## config.mk

```make
export PLATFORM = sky130hd
export DESIGN_NAME = python_indent_dedent_tracker_flat
export DESIGN_NICKNAME = d
export VERILOG_FILES = /design/src/design/pidt_pkg.sv /design/src/design/pidt_in_if.sv /design/src/design/pidt_out_if.sv /design/src/design/python_indent_dedent_tracker.sv /design/src/design/pidt_ram.sv /design/src/design/pidt_ctrl.sv /design/src/design/pidt_dp.sv /design/src/flat_wrapper.sv
export SDC_FILE = /design/constraint.sdc
export NUM_CORES = 1
export LEC_CHECK = 0
export ABC_AREA = 1
export BUFFER_PORTS_ARGS = -buffer_cell sky130_fd_sc_hd__buf_2
export CAP_MARGIN = 20
export CORE_MARGIN = 1
export CORE_UTILIZATION = 63
export DETAILED_ROUTE_END_ITERATION = 7
export GPL_TIMING_DRIVEN = 0
export PLACE_DENSITY = 0.91
export SKIP_CTS_REPAIR_TIMING = 1
export SLEW_MARGIN = 20
export SYNTH_ARGS = -nofsm -noshare
export SYNTH_HDL_FRONTEND = slang
export SYNTH_SLANG_ARGS = --single-unit
export TNS_END_PERCENT = 1
```

## constraint.sdc

```tcl
create_clock -name clk -period 4.6 [get_ports clk]
set_input_delay 0.46 -clock clk [delete_from_list [all_inputs] [get_ports clk]]
set_output_delay 0.46 -clock clk [all_outputs]
set_load 0.02 [all_outputs]
```

## src/design/pidt_pkg.sv

```systemverilog
package pidt_pkg;

    // Default sizing
    localparam int MAX_DEPTH_DEF   = 32;
    localparam int TAB_STOP_DEF    = 8;
    localparam int COLUMN_BITS_DEF = 10;

    // Fixed field widths
    localparam int KIND_W = 3;
    localparam int LINE_W = 24;
    localparam logic [LINE_W-1:0] LINE_MAX = {LINE_W{1'b1}};

    // Token kinds
    localparam logic [KIND_W-1:0] TK_NEWLINE   = 3'd0;
    localparam logic [KIND_W-1:0] TK_INDENT    = 3'd1;
    localparam logic [KIND_W-1:0] TK_DEDENT    = 3'd2;
    localparam logic [KIND_W-1:0] TK_BADDEDENT = 3'd3;
    localparam logic [KIND_W-1:0] TK_TOODEEP   = 3'd4;
    localparam logic [KIND_W-1:0] TK_END       = 3'd5;

    // Character codes
    localparam logic [7:0] CH_TAB   = 8'h09;
    localparam logic [7:0] CH_LF    = 8'h0A;
    localparam logic [7:0] CH_FF    = 8'h0C;
    localparam logic [7:0] CH_CR    = 8'h0D;
    localparam logic [7:0] CH_SPACE = 8'h20;
    localparam logic [7:0] CH_HASH  = 8'h23;

    // Controller to datapath
    typedef struct packed {
        logic accept;       // input transfer this cycle
        logic srch_miss;    // stack entry above the column: step down
        logic tgt_load;     // stack entry matched: take it as target
        logic tgt_zero;     // search ran out: target is column zero
        logic emit_first;   // first result of a dedent run
        logic emit_dedent;  // one DEDENT with pop
        logic emit_end;     // END token
        logic last;         // last_of_run for the emitted token
    } cmd_t;

    // Datapath to controller
    typedef struct packed {
        logic dedent_req;   // accepted byte starts a shallower line
        logic eoi_req;      // accepted item is end of input
        logic srch_empty;   // no stack entry left to search
        logic hit;          // read entry is at or below the column
        logic run_zero;     // no DEDENT left in the run
        logic run_one;      // one DEDENT left in the run
        logic out_free;     // output register can take a token
    } stat_t;

endpackage

```

## src/design/pidt_in_if.sv

```systemverilog
interface pidt_in_if;
    logic       valid;
    logic       ready;
    logic [7:0] byte_value;
    logic       end_of_input;
    logic       joined_line;

    modport source (output valid, byte_value, end_of_input, joined_line, input ready);
    modport sink   (input valid, byte_value, end_of_input, joined_line, output ready);
endinterface

```

## src/design/pidt_out_if.sv

```systemverilog
interface pidt_out_if #(
    parameter int COLUMN_BITS = pidt_pkg::COLUMN_BITS_DEF
);
    import pidt_pkg::*;

    logic                   valid;
    logic                   ready;
    logic [KIND_W-1:0]      tok_kind;
    logic [LINE_W-1:0]      line_number;
    logic [COLUMN_BITS-1:0] indent_column;
    logic                   last_of_run;

    modport source (output valid, tok_kind, line_number, indent_column, last_of_run,
                    input ready);
    modport sink   (input valid, tok_kind, line_number, indent_column, last_of_run,
                    output ready);
endinterface

```

## src/design/python_indent_dedent_tracker.sv

```systemverilog
// NEWLINE, INDENT and too-deep tokens appear in the cycle after their byte is transferred.
// Throughput: one byte per cycle while the output drains; a dedent holds the input while
// the stack is searched entry by entry (registered read, then compare) and its tokens go out.
// End of input holds the input while a DEDENT per open level and then END are emitted.
// Reset: asynchronous, active low; the stack needs no clearing and is ready at once.
module python_indent_dedent_tracker #(
    parameter int MAX_DEPTH   = pidt_pkg::MAX_DEPTH_DEF,
    parameter int TAB_STOP    = pidt_pkg::TAB_STOP_DEF,
    parameter int COLUMN_BITS = pidt_pkg::COLUMN_BITS_DEF
) (
    input logic        clk,
    input logic        rst_n,
    pidt_in_if.sink    chars,
    pidt_out_if.source tokens
);
    import pidt_pkg::*;

    cmd_t  cmd;
    stat_t stat;

    pidt_ctrl u_ctrl (
        .clk      (clk),
        .rst_n    (rst_n),
        .in_valid (chars.valid),
        .in_ready (chars.ready),
        .stat     (stat),
        .cmd      (cmd)
    );

    pidt_dp #(
        .MAX_DEPTH   (MAX_DEPTH),
        .TAB_STOP    (TAB_STOP),
        .COLUMN_BITS (COLUMN_BITS)
    ) u_dp (
        .clk           (clk),
        .rst_n         (rst_n),
        .byte_value    (chars.byte_value),
        .end_of_input  (chars.end_of_input),
        .joined_line   (chars.joined_line),
        .cmd           (cmd),
        .stat          (stat),
        .out_valid     (tokens.valid),
        .out_ready     (tokens.ready),
        .tok_kind      (tokens.tok_kind),
        .line_number   (tokens.line_number),
        .indent_column (tokens.indent_column),
        .last_of_run   (tokens.last_of_run)
    );
endmodule

```

## src/design/pidt_ram.sv

```systemverilog
module pidt_ram #(
    parameter int WIDTH = 10,
    parameter int DEPTH = 32
) (
    input  logic                     clk,
    input  logic                     we,
    input  logic [$clog2(DEPTH)-1:0] waddr,
    input  logic [WIDTH-1:0]         wdata,
    input  logic [$clog2(DEPTH)-1:0] raddr,
    output logic [WIDTH-1:0]         rdata
);
    logic [WIDTH-1:0] mem [DEPTH];
    logic [WIDTH-1:0] rdata_reg;

    always_ff @(posedge clk)
    begin
        if (we)
        begin
            mem[waddr] <= wdata;
        end
        rdata_reg <= mem[raddr];
    end

    assign rdata = rdata_reg;
endmodule

```

## src/design/pidt_ctrl.sv

```systemverilog
module pidt_ctrl (
    input  logic            clk,
    input  logic            rst_n,
    input  logic            in_valid,
    output logic            in_ready,
    input  pidt_pkg::stat_t stat,
    output pidt_pkg::cmd_t  cmd
);
    import pidt_pkg::*;

    localparam logic [2:0] S_IDLE  = 3'd0;
    localparam logic [2:0] S_RD    = 3'd1;  // stack read issued
    localparam logic [2:0] S_CMP   = 3'd2;  // compare read data
    localparam logic [2:0] S_FIRST = 3'd3;  // DEDENT or bad dedent
    localparam logic [2:0] S_RUN   = 3'd4;  // remaining DEDENTs
    localparam logic [2:0] S_EOI   = 3'd5;  // closing DEDENTs and END

    logic [2:0] state_reg;
    logic [2:0] state_next;

    always_ff @(posedge clk or negedge rst_n)
    begin
        if (!rst_n)
        begin
            state_reg <= S_IDLE;
        end
        else
        begin
            state_reg <= state_next;
        end
    end

    // Next state and commands
    always_comb
    begin
        state_next = state_reg;
        cmd        = '0;
        in_ready   = 1'b0;
        unique case (state_reg)
            S_IDLE:
            begin
                in_ready   = stat.out_free;
                cmd.accept = in_valid && stat.out_free;
                if (cmd.accept && stat.eoi_req)
                begin
                    state_next = S_EOI;
                end
                else if (cmd.accept && stat.dedent_req)
                begin
                    state_next = S_RD;
                end
            end
            S_RD:
            begin
                if (stat.srch_empty)
                begin
                    cmd.tgt_zero = 1'b1;
                    state_next   = S_FIRST;
                end
                else
                begin
                    state_next = S_CMP;
                end
            end
            S_CMP:
            begin
                if (stat.hit)
                begin
                    cmd.tgt_load = 1'b1;
                    state_next   = S_FIRST;
                end
                else
                begin
                    cmd.srch_miss = 1'b1;
                    state_next    = S_RD;
                end
            end
            S_FIRST:
            begin
                if (stat.out_free)
                begin
                    cmd.emit_first = 1'b1;
                    cmd.last       = stat.run_zero;
                    state_next     = stat.run_zero ? S_IDLE : S_RUN;
                end
            end
            S_RUN:
            begin
                if (stat.out_free)
                begin
                    cmd.emit_dedent = 1'b1;
                    cmd.last        = stat.run_one;
                    if (stat.run_one)
                    begin
                        state_next = S_IDLE;
                    end
                end
            end
            S_EOI:
            begin
                if (stat.out_free)
                begin
                    if (stat.run_zero)
                    begin
                        cmd.emit_end = 1'b1;
                        cmd.last     = 1'b1;
                        state_next   = S_IDLE;
                    end
                    else
                    begin
                        cmd.emit_dedent = 1'b1;
                    end
                end
            end
            default:
            begin
                state_next = S_IDLE;
            end
        endcase
    end
endmodule

```

## src/design/pidt_dp.sv

```systemverilog
module pidt_dp #(
    parameter int MAX_DEPTH   = pidt_pkg::MAX_DEPTH_DEF,
    parameter int TAB_STOP    = pidt_pkg::TAB_STOP_DEF,
    parameter int COLUMN_BITS = pidt_pkg::COLUMN_BITS_DEF
) (
    input  logic                        clk,
    input  logic                        rst_n,
    input  logic [7:0]                  byte_value,
    input  logic                        end_of_input,
    input  logic                        joined_line,
    input  pidt_pkg::cmd_t              cmd,
    output pidt_pkg::stat_t             stat,
    output logic                        out_valid,
    input  logic                        out_ready,
    output logic [pidt_pkg::KIND_W-1:0] tok_kind,
    output logic [pidt_pkg::LINE_W-1:0] line_number,
    output logic [COLUMN_BITS-1:0]      indent_column,
    output logic                        last_of_run
);
    import pidt_pkg::*;

    localparam int CW    = $clog2(MAX_DEPTH + 1);
    localparam int AW    = $clog2(MAX_DEPTH);
    localparam int PHW   = (TAB_STOP > 1) ? $clog2(TAB_STOP) : 1;
    localparam int SUM_W = ((COLUMN_BITS > 7) ? COLUMN_BITS : 7) + 1;
    localparam logic [COLUMN_BITS-1:0] COL_MAX = {COLUMN_BITS{1'b1}};
    localparam logic [CW-1:0]          DEPTH_C = CW'(MAX_DEPTH);
    localparam logic [PHW-1:0]         PH_LAST = PHW'(TAB_STOP - 1);

    // Line scanner state
    logic                   als_reg, als_next;
    logic                   cmt_reg, cmt_next;
    logic                   acr_reg, acr_next;
    logic                   halt_reg, halt_next;
    logic [COLUMN_BITS-1:0] lead_reg, lead_next;
    logic [PHW-1:0]         phase_reg, phase_next;
    logic [COLUMN_BITS-1:0] cur_reg, cur_next;
    logic [LINE_W-1:0]      line_reg, line_next;
    // Stack and dedent run
    logic [CW-1:0]          cnt_reg, cnt_next;
    logic [CW-1:0]          srch_reg, srch_next;
    logic [CW-1:0]          run_reg, run_next;
    logic [COLUMN_BITS-1:0] tgt_reg, tgt_next;
    // Output register
    logic                   ov_reg, ov_next;
    logic [KIND_W-1:0]      kind_reg;
    logic [LINE_W-1:0]      oline_reg;
    logic [COLUMN_BITS-1:0] ocol_reg;
    logic                   olast_reg;

    logic                   ld;
    logic [KIND_W-1:0]      ld_kind;
    logic [COLUMN_BITS-1:0] ld_col;
    logic                   ld_last;
    logic                   ram_we;
    logic [COLUMN_BITS-1:0] ram_rdata;
    logic [CW-1:0]          srch_dec;
    logic [SUM_W-1:0]       tab_sum;
    logic                   is_nl;
    logic                   cr_skip;

    assign srch_dec = srch_reg - CW'(1);
    assign tab_sum  = SUM_W'(lead_reg) + SUM_W'(TAB_STOP) - SUM_W'(phase_reg);
    assign is_nl    = (byte_value == CH_LF) || (byte_value == CH_CR);
    assign cr_skip  = acr_reg && (byte_value == CH_LF);

    pidt_ram #(
        .WIDTH (COLUMN_BITS),
        .DEPTH (MAX_DEPTH)
    ) u_stack (
        .clk   (clk),
        .we    (ram_we),
        .waddr (cnt_reg[AW-1:0]),
        .wdata (cur_reg),
        .raddr (srch_dec[AW-1:0]),
        .rdata (ram_rdata)
    );

    // Status to the controller, decoded from state, the offered item and out_ready
    always_comb
    begin
        stat            = '0;
        stat.dedent_req = !halt_reg && !end_of_input && !is_nl && !cmt_reg && als_reg
                          && (byte_value != CH_HASH) && (byte_value != CH_SPACE)
                          && (byte_value != CH_TAB) && (byte_value != CH_FF)
                          && (lead_reg < cur_reg);
        stat.eoi_req    = end_of_input && !halt_reg;
        stat.srch_empty = (srch_reg == '0);
        stat.hit        = (cur_reg >= ram_rdata);
        stat.run_zero   = (run_reg == '0);
        stat.run_one    = (run_reg == CW'(1));
        stat.out_free   = !ov_reg || out_ready;
    end

    // Scan, stack and token selection
    always_comb
    begin
        als_next   = als_reg;
        cmt_next   = cmt_reg;
        acr_next   = acr_reg;
        halt_next  = halt_reg;
        lead_next  = lead_reg;
        phase_next = phase_reg;
        cur_next   = cur_reg;
        line_next  = line_reg;
        cnt_next   = cnt_reg;
        srch_next  = srch_reg;
        run_next   = run_reg;
        tgt_next   = tgt_reg;
        ld         = 1'b0;
        ld_kind    = TK_NEWLINE;
        ld_col     = cur_reg;
        ld_last    = 1'b0;
        ram_we     = 1'b0;

        if (cmd.accept && !halt_reg)
        begin
            if (end_of_input)
            begin
                // close the line, then every open level
                acr_next   = 1'b0;
                cmt_next   = 1'b0;
                lead_next  = '0;
                phase_next = '0;
                if (!als_reg)
                begin
                    ld       = 1'b1;
                    ld_kind  = TK_NEWLINE;
                    als_next = 1'b1;
                end
                cur_next = '0;
                run_next = cnt_reg;
                cnt_next = '0;
            end
            else if (cr_skip)
            begin
                acr_next = 1'b0;
            end
            else if (is_nl)
            begin
                acr_next = (byte_value == CH_CR);
                cmt_next = 1'b0;
                if (als_reg)
                begin
                    lead_next  = '0;
                    phase_next = '0;
                end
                else if (!joined_line)
                begin
                    ld         = 1'b1;
                    ld_kind    = TK_NEWLINE;
                    ld_last    = 1'b1;
                    als_next   = 1'b1;
                    lead_next  = '0;
                    phase_next = '0;
                end
                if (line_reg != LINE_MAX)
                begin
                    line_next = line_reg + LINE_W'(1);
                end
            end
            else
            begin
                acr_next = 1'b0;
                priority if (cmt_reg)
                begin
                end
                else if (byte_value == CH_HASH)
                begin
                    cmt_next = 1'b1;
                end
                else if (!als_reg)
                begin
                end
                else if (byte_value == CH_SPACE)
                begin
                    if (lead_reg != COL_MAX)
                    begin
                        lead_next  = lead_reg + COLUMN_BITS'(1);
                        phase_next = (phase_reg == PH_LAST) ? '0 : phase_reg + PHW'(1);
                    end
                end
                else if (byte_value == CH_TAB)
                begin
                    lead_next  = (tab_sum > SUM_W'(COL_MAX)) ? COL_MAX
                                                              : tab_sum[COLUMN_BITS-1:0];
                    phase_next = '0;
                end
                else if (byte_value == CH_FF)
                begin
                    lead_next  = '0;
                    phase_next = '0;
                end
                else
                begin
                    // first real byte of the line
                    als_next   = 1'b0;
                    lead_next  = '0;
                    phase_next = '0;
                    if (lead_reg > cur_reg)
                    begin
                        ld      = 1'b1;
                        ld_last = 1'b1;
                        if (cnt_reg >= DEPTH_C)
                        begin
                            halt_next = 1'b1;
                            ld_kind   = TK_TOODEEP;
                        end
                        else
                        begin
                            ram_we   = 1'b1;
                            cnt_next = cnt_reg + CW'(1);
                            cur_next = lead_reg;
                            ld_kind  = TK_INDENT;
                            ld_col   = lead_reg;
                        end
                    end
                    else if (lead_reg < cur_reg)
                    begin
                        cur_next  = lead_reg;
                        srch_next = cnt_reg;
                        run_next  = '0;
                    end
                end
            end
        end

        // stack search
        if (cmd.srch_miss)
        begin
            run_next  = run_reg + CW'(1);
            srch_next = srch_dec;
        end
        if (cmd.tgt_load)
        begin
            tgt_next = ram_rdata;
        end
        if (cmd.tgt_zero)
        begin
            tgt_next = '0;
        end

        // dedent run and end of input tokens
        if (cmd.emit_first)
        begin
            ld      = 1'b1;
            ld_last = cmd.last;
            if (cur_reg != tgt_reg)
            begin
                ld_kind = TK_BADDEDENT;
            end
            else
            begin
                ld_kind = TK_DEDENT;
                if (cnt_reg != '0)
                begin
                    cnt_next = cnt_reg - CW'(1);
                end
            end
        end
        if (cmd.emit_dedent)
        begin
            ld       = 1'b1;
            ld_kind  = TK_DEDENT;
            ld_last  = cmd.last;
            run_next = run_reg - CW'(1);
            if (cnt_reg != '0)
            begin
                cnt_next = cnt_reg - CW'(1);
            end
        end
        if (cmd.emit_end)
        begin
            ld      = 1'b1;
            ld_kind = TK_END;
            ld_last = 1'b1;
        end

        ov_next = ld ? 1'b1 : (out_ready ? 1'b0 : ov_reg);
    end

    // Control state
    always_ff @(posedge clk or negedge rst_n)
    begin
        if (!rst_n)
        begin
            als_reg   <= 1'b1;
            cmt_reg   <= 1'b0;
            acr_reg   <= 1'b0;
            halt_reg  <= 1'b0;
            lead_reg  <= '0;
            phase_reg <= '0;
            cur_reg   <= '0;
            line_reg  <= LINE_W'(1);
            cnt_reg   <= '0;
            srch_reg  <= '0;
            run_reg   <= '0;
            ov_reg    <= 1'b0;
        end
        else
        begin
            als_reg   <= als_next;
            cmt_reg   <= cmt_next;
            acr_reg   <= acr_next;
            halt_reg  <= halt_next;
            lead_reg  <= lead_next;
            phase_reg <= phase_next;
            cur_reg   <= cur_next;
            line_reg  <= line_next;
            cnt_reg   <= cnt_next;
            srch_reg  <= srch_next;
            run_reg   <= run_next;
            ov_reg    <= ov_next;
        end
    end

    // Payload registers
    always_ff @(posedge clk)
    begin
        tgt_reg <= tgt_next;
        if (ld)
        begin
            kind_reg  <= ld_kind;
            oline_reg <= line_reg;
            ocol_reg  <= ld_col;
            olast_reg <= ld_last;
        end
    end

    assign out_valid     = ov_reg;
    assign tok_kind      = kind_reg;
    assign line_number   = oline_reg;
    assign indent_column = ocol_reg;
    assign last_of_run   = olast_reg;
endmodule

```

## src/flat_wrapper.sv

```systemverilog
// flat-port wrapper written by rule: the top's interface ports become plain ports
module python_indent_dedent_tracker_flat import pidt_pkg::*;
#(
    parameter int MAX_DEPTH   = pidt_pkg::MAX_DEPTH_DEF,
    parameter int TAB_STOP    = pidt_pkg::TAB_STOP_DEF,
    parameter int COLUMN_BITS = pidt_pkg::COLUMN_BITS_DEF
)
  (clk, rst_n, chars_valid, chars_byte_value, chars_end_of_input, chars_joined_line, chars_ready, tokens_valid, tokens_tok_kind, tokens_line_number, tokens_indent_column, tokens_last_of_run, tokens_ready);
  pidt_in_if chars_i ();
  pidt_out_if #(.COLUMN_BITS(COLUMN_BITS)) tokens_i ();
  input logic clk;
  input logic rst_n;
  input wire logic [$bits(chars_i.valid)-1:0] chars_valid;
  input wire logic [$bits(chars_i.byte_value)-1:0] chars_byte_value;
  input wire logic [$bits(chars_i.end_of_input)-1:0] chars_end_of_input;
  input wire logic [$bits(chars_i.joined_line)-1:0] chars_joined_line;
  output wire logic [$bits(chars_i.ready)-1:0] chars_ready;
  output wire logic [$bits(tokens_i.valid)-1:0] tokens_valid;
  output wire logic [$bits(tokens_i.tok_kind)-1:0] tokens_tok_kind;
  output wire logic [$bits(tokens_i.line_number)-1:0] tokens_line_number;
  output wire logic [$bits(tokens_i.indent_column)-1:0] tokens_indent_column;
  output wire logic [$bits(tokens_i.last_of_run)-1:0] tokens_last_of_run;
  input wire logic [$bits(tokens_i.ready)-1:0] tokens_ready;
  assign chars_i.valid = chars_valid;
  assign chars_i.byte_value = chars_byte_value;
  assign chars_i.end_of_input = chars_end_of_input;
  assign chars_i.joined_line = chars_joined_line;
  assign chars_ready = chars_i.ready;
  assign tokens_valid = tokens_i.valid;
  assign tokens_tok_kind = tokens_i.tok_kind;
  assign tokens_line_number = tokens_i.line_number;
  assign tokens_indent_column = tokens_i.indent_column;
  assign tokens_last_of_run = tokens_i.last_of_run;
  assign tokens_i.ready = tokens_ready;
  python_indent_dedent_tracker #(.MAX_DEPTH(MAX_DEPTH), .TAB_STOP(TAB_STOP), .COLUMN_BITS(COLUMN_BITS)) u_core (.clk(clk), .rst_n(rst_n), .chars(chars_i), .tokens(tokens_i));
endmodule
```

==> metrics.yaml <==
dr_total_vias: 16070
setup-violations-final: 0
track_usage: 0.3183
port-buffer-count: 53
die-area_um2: 34060
cts.clk_slew.worst_paths_ns: 0.06
critPathRequiredTime_ns: 4.76
core_area_um2: 32700
worstPathMaxFanout: 38
via_per_inst: 6.173
start_util: 0.6419
drc_errors: 0
peakVddDrop_mv: 0.3954
fin_ws_ns: 0.4951
avgSynthCellArea_um2: 10.38
fin_util: 0.7136
crit_arrival_ns: 4.27
crit_chain: "inv_1, ha_1, nand2_1, nor2_2, nand3_1, nand3_2, nand2_1, nor2_2, nand2_4, nor2_8, nand2_4, nor2_1"
largest_reg_flops: 320
cap_violations: 0
path_class: "reg2reg"
final_common_cell: "edfxtp_1"
yosys.area_share.simple: 0.1657
cts_root_buf: "clkbuf_16"
dpl.hpwl_um: 35610
nFillCells: 2227
power.density_nw_per_um2: 596.0
cts_made_buffers: 44
synth_compound_area_frac: 0.1091
yosys_warnings: 0
pre_cts_ws_ns: 0.3285
nets: 2191
row_count: 66
post_synth_fa_ha_maj_area_fraction: 0.03135
cp-start-kind: "flip-flop"
die_y_um: 184.5
hold_viol: 0
async_flop_share: 0.1619
setup_tns_ns: 0
grt_pass1_vias: 15370
post-route-min-period_ns: 4.105
synth_xor_area_frac: 0.02044
ant_nets: 0
globalRouteOverflowTotal: 0
syn_inst: 2022
antenna_cells: 0
synth_top_family_by_area: "simple AND/OR/NAND/NOR gates"
clockBufferDepth: 3
synthDistinctLibCells: 55
final_layout_size_suffix_gt1_frac: 0.1018
grt_start_max_net_pins: 43
ctsHtreeMaxLevel: 2
synthMuxAreaShare: 0.01001
totalWireLength_um: 53170
clk_latency_ns: 0.56
grt_setup_unrepaired: "no"
dr.pass1.iters: 6
synth_seq_area_share: 0.6183
cpPeakStageDelay_ns: 0.99
ios: 54
final_cell_mix: "edfxtp_1 (358), nor2_1 (331), nand2_1 (326)"
grt_pass1_wl_um: 82320
syn_area_um2: 20990
yosys_register_bits: 451
fin_crit_sh: 0.8924
antenna_found_initial: 0
final_max_slew_viol_count: 0
cpMaxStageDelayCell: "dfrtp_2"
synth_edf_count: 358
max_clock_freq_mhz: 243.6
finalClockSkew_ns: 0.02050
cp-end-kind: "flip-flop"
gp_congestion: 0.9487
status: "completed"
cts_tree: "built"
cellLeakagePower_nw: 9.781
clkSinkCount: 451
areaGrowthSynthToFinish_pct: 11.16
synth_ff_type: "edfxtp_1"
syn_nets: 2088
worst_pin_slew_ns: 1.036
slew_headroom: 0.3067
wire_per_inst_um: 20.43
hold_path_class: "in2reg"
fp.dieW_um: 184.5
dr.first_iter.drc_count: 2040
==> per-stage QoR <==
| stage | cell area, µm² | total power, W | hold slack, ns | instances |
|---|---|---|---|---|
| after detailed placement | 21900 | 0.01018 | 0.4431 | 2520 |
| after global routing | 23330 | 0.01450 | 0.3182 | 2603 |
| after global placement | 21810 | 0.009937 | 0.4407 | 2517 |
| after CTS | 23320 | 0.01373 | -0.09414 | 2602 |
| after floorplan | 20990 | 0.008459 | 0.1644 | 2022 |
| final | 23330 | 0.01391 | 0.3112 | 2603 |
==> cells by family (layout without fill, tap and decap cells) <==
logic type,after synthesis,after routing
AO/OA/AOI/OAI,393,393
XOR/XNOR,49,49
adder cells (fa/ha/maj),52,52
multiplexers,21,21
buffers and inverters,232,371
flip-flops,451,451
AND/OR/NAND/NOR,824,824
==> report_power, final <==
group	internal [W]	switching (W)
clock network	0.00203	0.00152
registers	0.00466	0.000168
logic	0.00163	0.00390
total	0.00832	0.00559
==> area by class of cell <==
type / count / area [µm²] / area share
clock inverter: 28 / 224.0 / 0.009598
inverter: 146 / 551.8 / 0.02365
tap: 442 / 553.0 / 0.02370
clock buffer: 54 / 1200 / 0.05142
buffer: 86 / 394.1 / 0.01689
timing repair buffer: 57 / 345.3 / 0.01480
sequential: 451 / 12990 / 0.5568
multi-input combinational: 1339 / 7074 / 0.3032
==> worst max-delay path: cells and delay by family (launching register included) <==
kind | cells | cell delay (ns)
DFF | 1 | 0.99
and+or+nand+nor | 10 | 2.15
adders and majority gates | 1 | 0.36
buffers and inverters | 1 | 0.21
==> synthesized netlist by cell type (all sizes together), types with 29 or more instances <==
cell | n | area (µm²)
buf | 41 | 222.7
o21ai | 228 | 1156
o211ai | 61 | 457.9
a21oi | 45 | 236.5
nand2 | 333 | 1292
clkbuf | 45 | 171.4
edfxtp | 358 | 10750
nand3 | 85 | 447.9
inv | 141 | 531.8
o22ai | 29 | 181.4
dfrtp | 71 | 1777
ha | 51 | 638.1
nor2 | 342 | 1338
nor3 | 30 | 155.1
==> per-layer routing <==
metal / vias up / wire (µm) / track usage
met2: 1088 / 25280 / 0.5229
met5: - / 0 / 0
met4: 0 / 2101 / 0.1317
met1: 7552 / 20220 / 0.4232
met3: 166 / 5570 / 0.05197
li1: 7263 / - / -
==> final timing paths <==
path,from,end,slack (ns),cells after the start
min reg2reg,u_core.u_dp.line_reg[23],u_core.u_dp.line_number[23],0.46,0
max,u_core.u_dp.cur_reg[7],u_core.u_dp.u_stack.mem[22][3],0.50,12
max reg2reg,u_core.u_dp.cur_reg[7],u_core.u_dp.u_stack.mem[22][3],0.50,12
max in group asynchronous,rst_n,u_core.u_dp.als_reg,3.50,3
min,chars_valid,u_core.u_dp.acr_reg,0.31,3
min in group asynchronous,rst_n,u_core.u_dp.line_reg[3],0.43,2
Note: power is estimated with default switching activity, not from simulation.
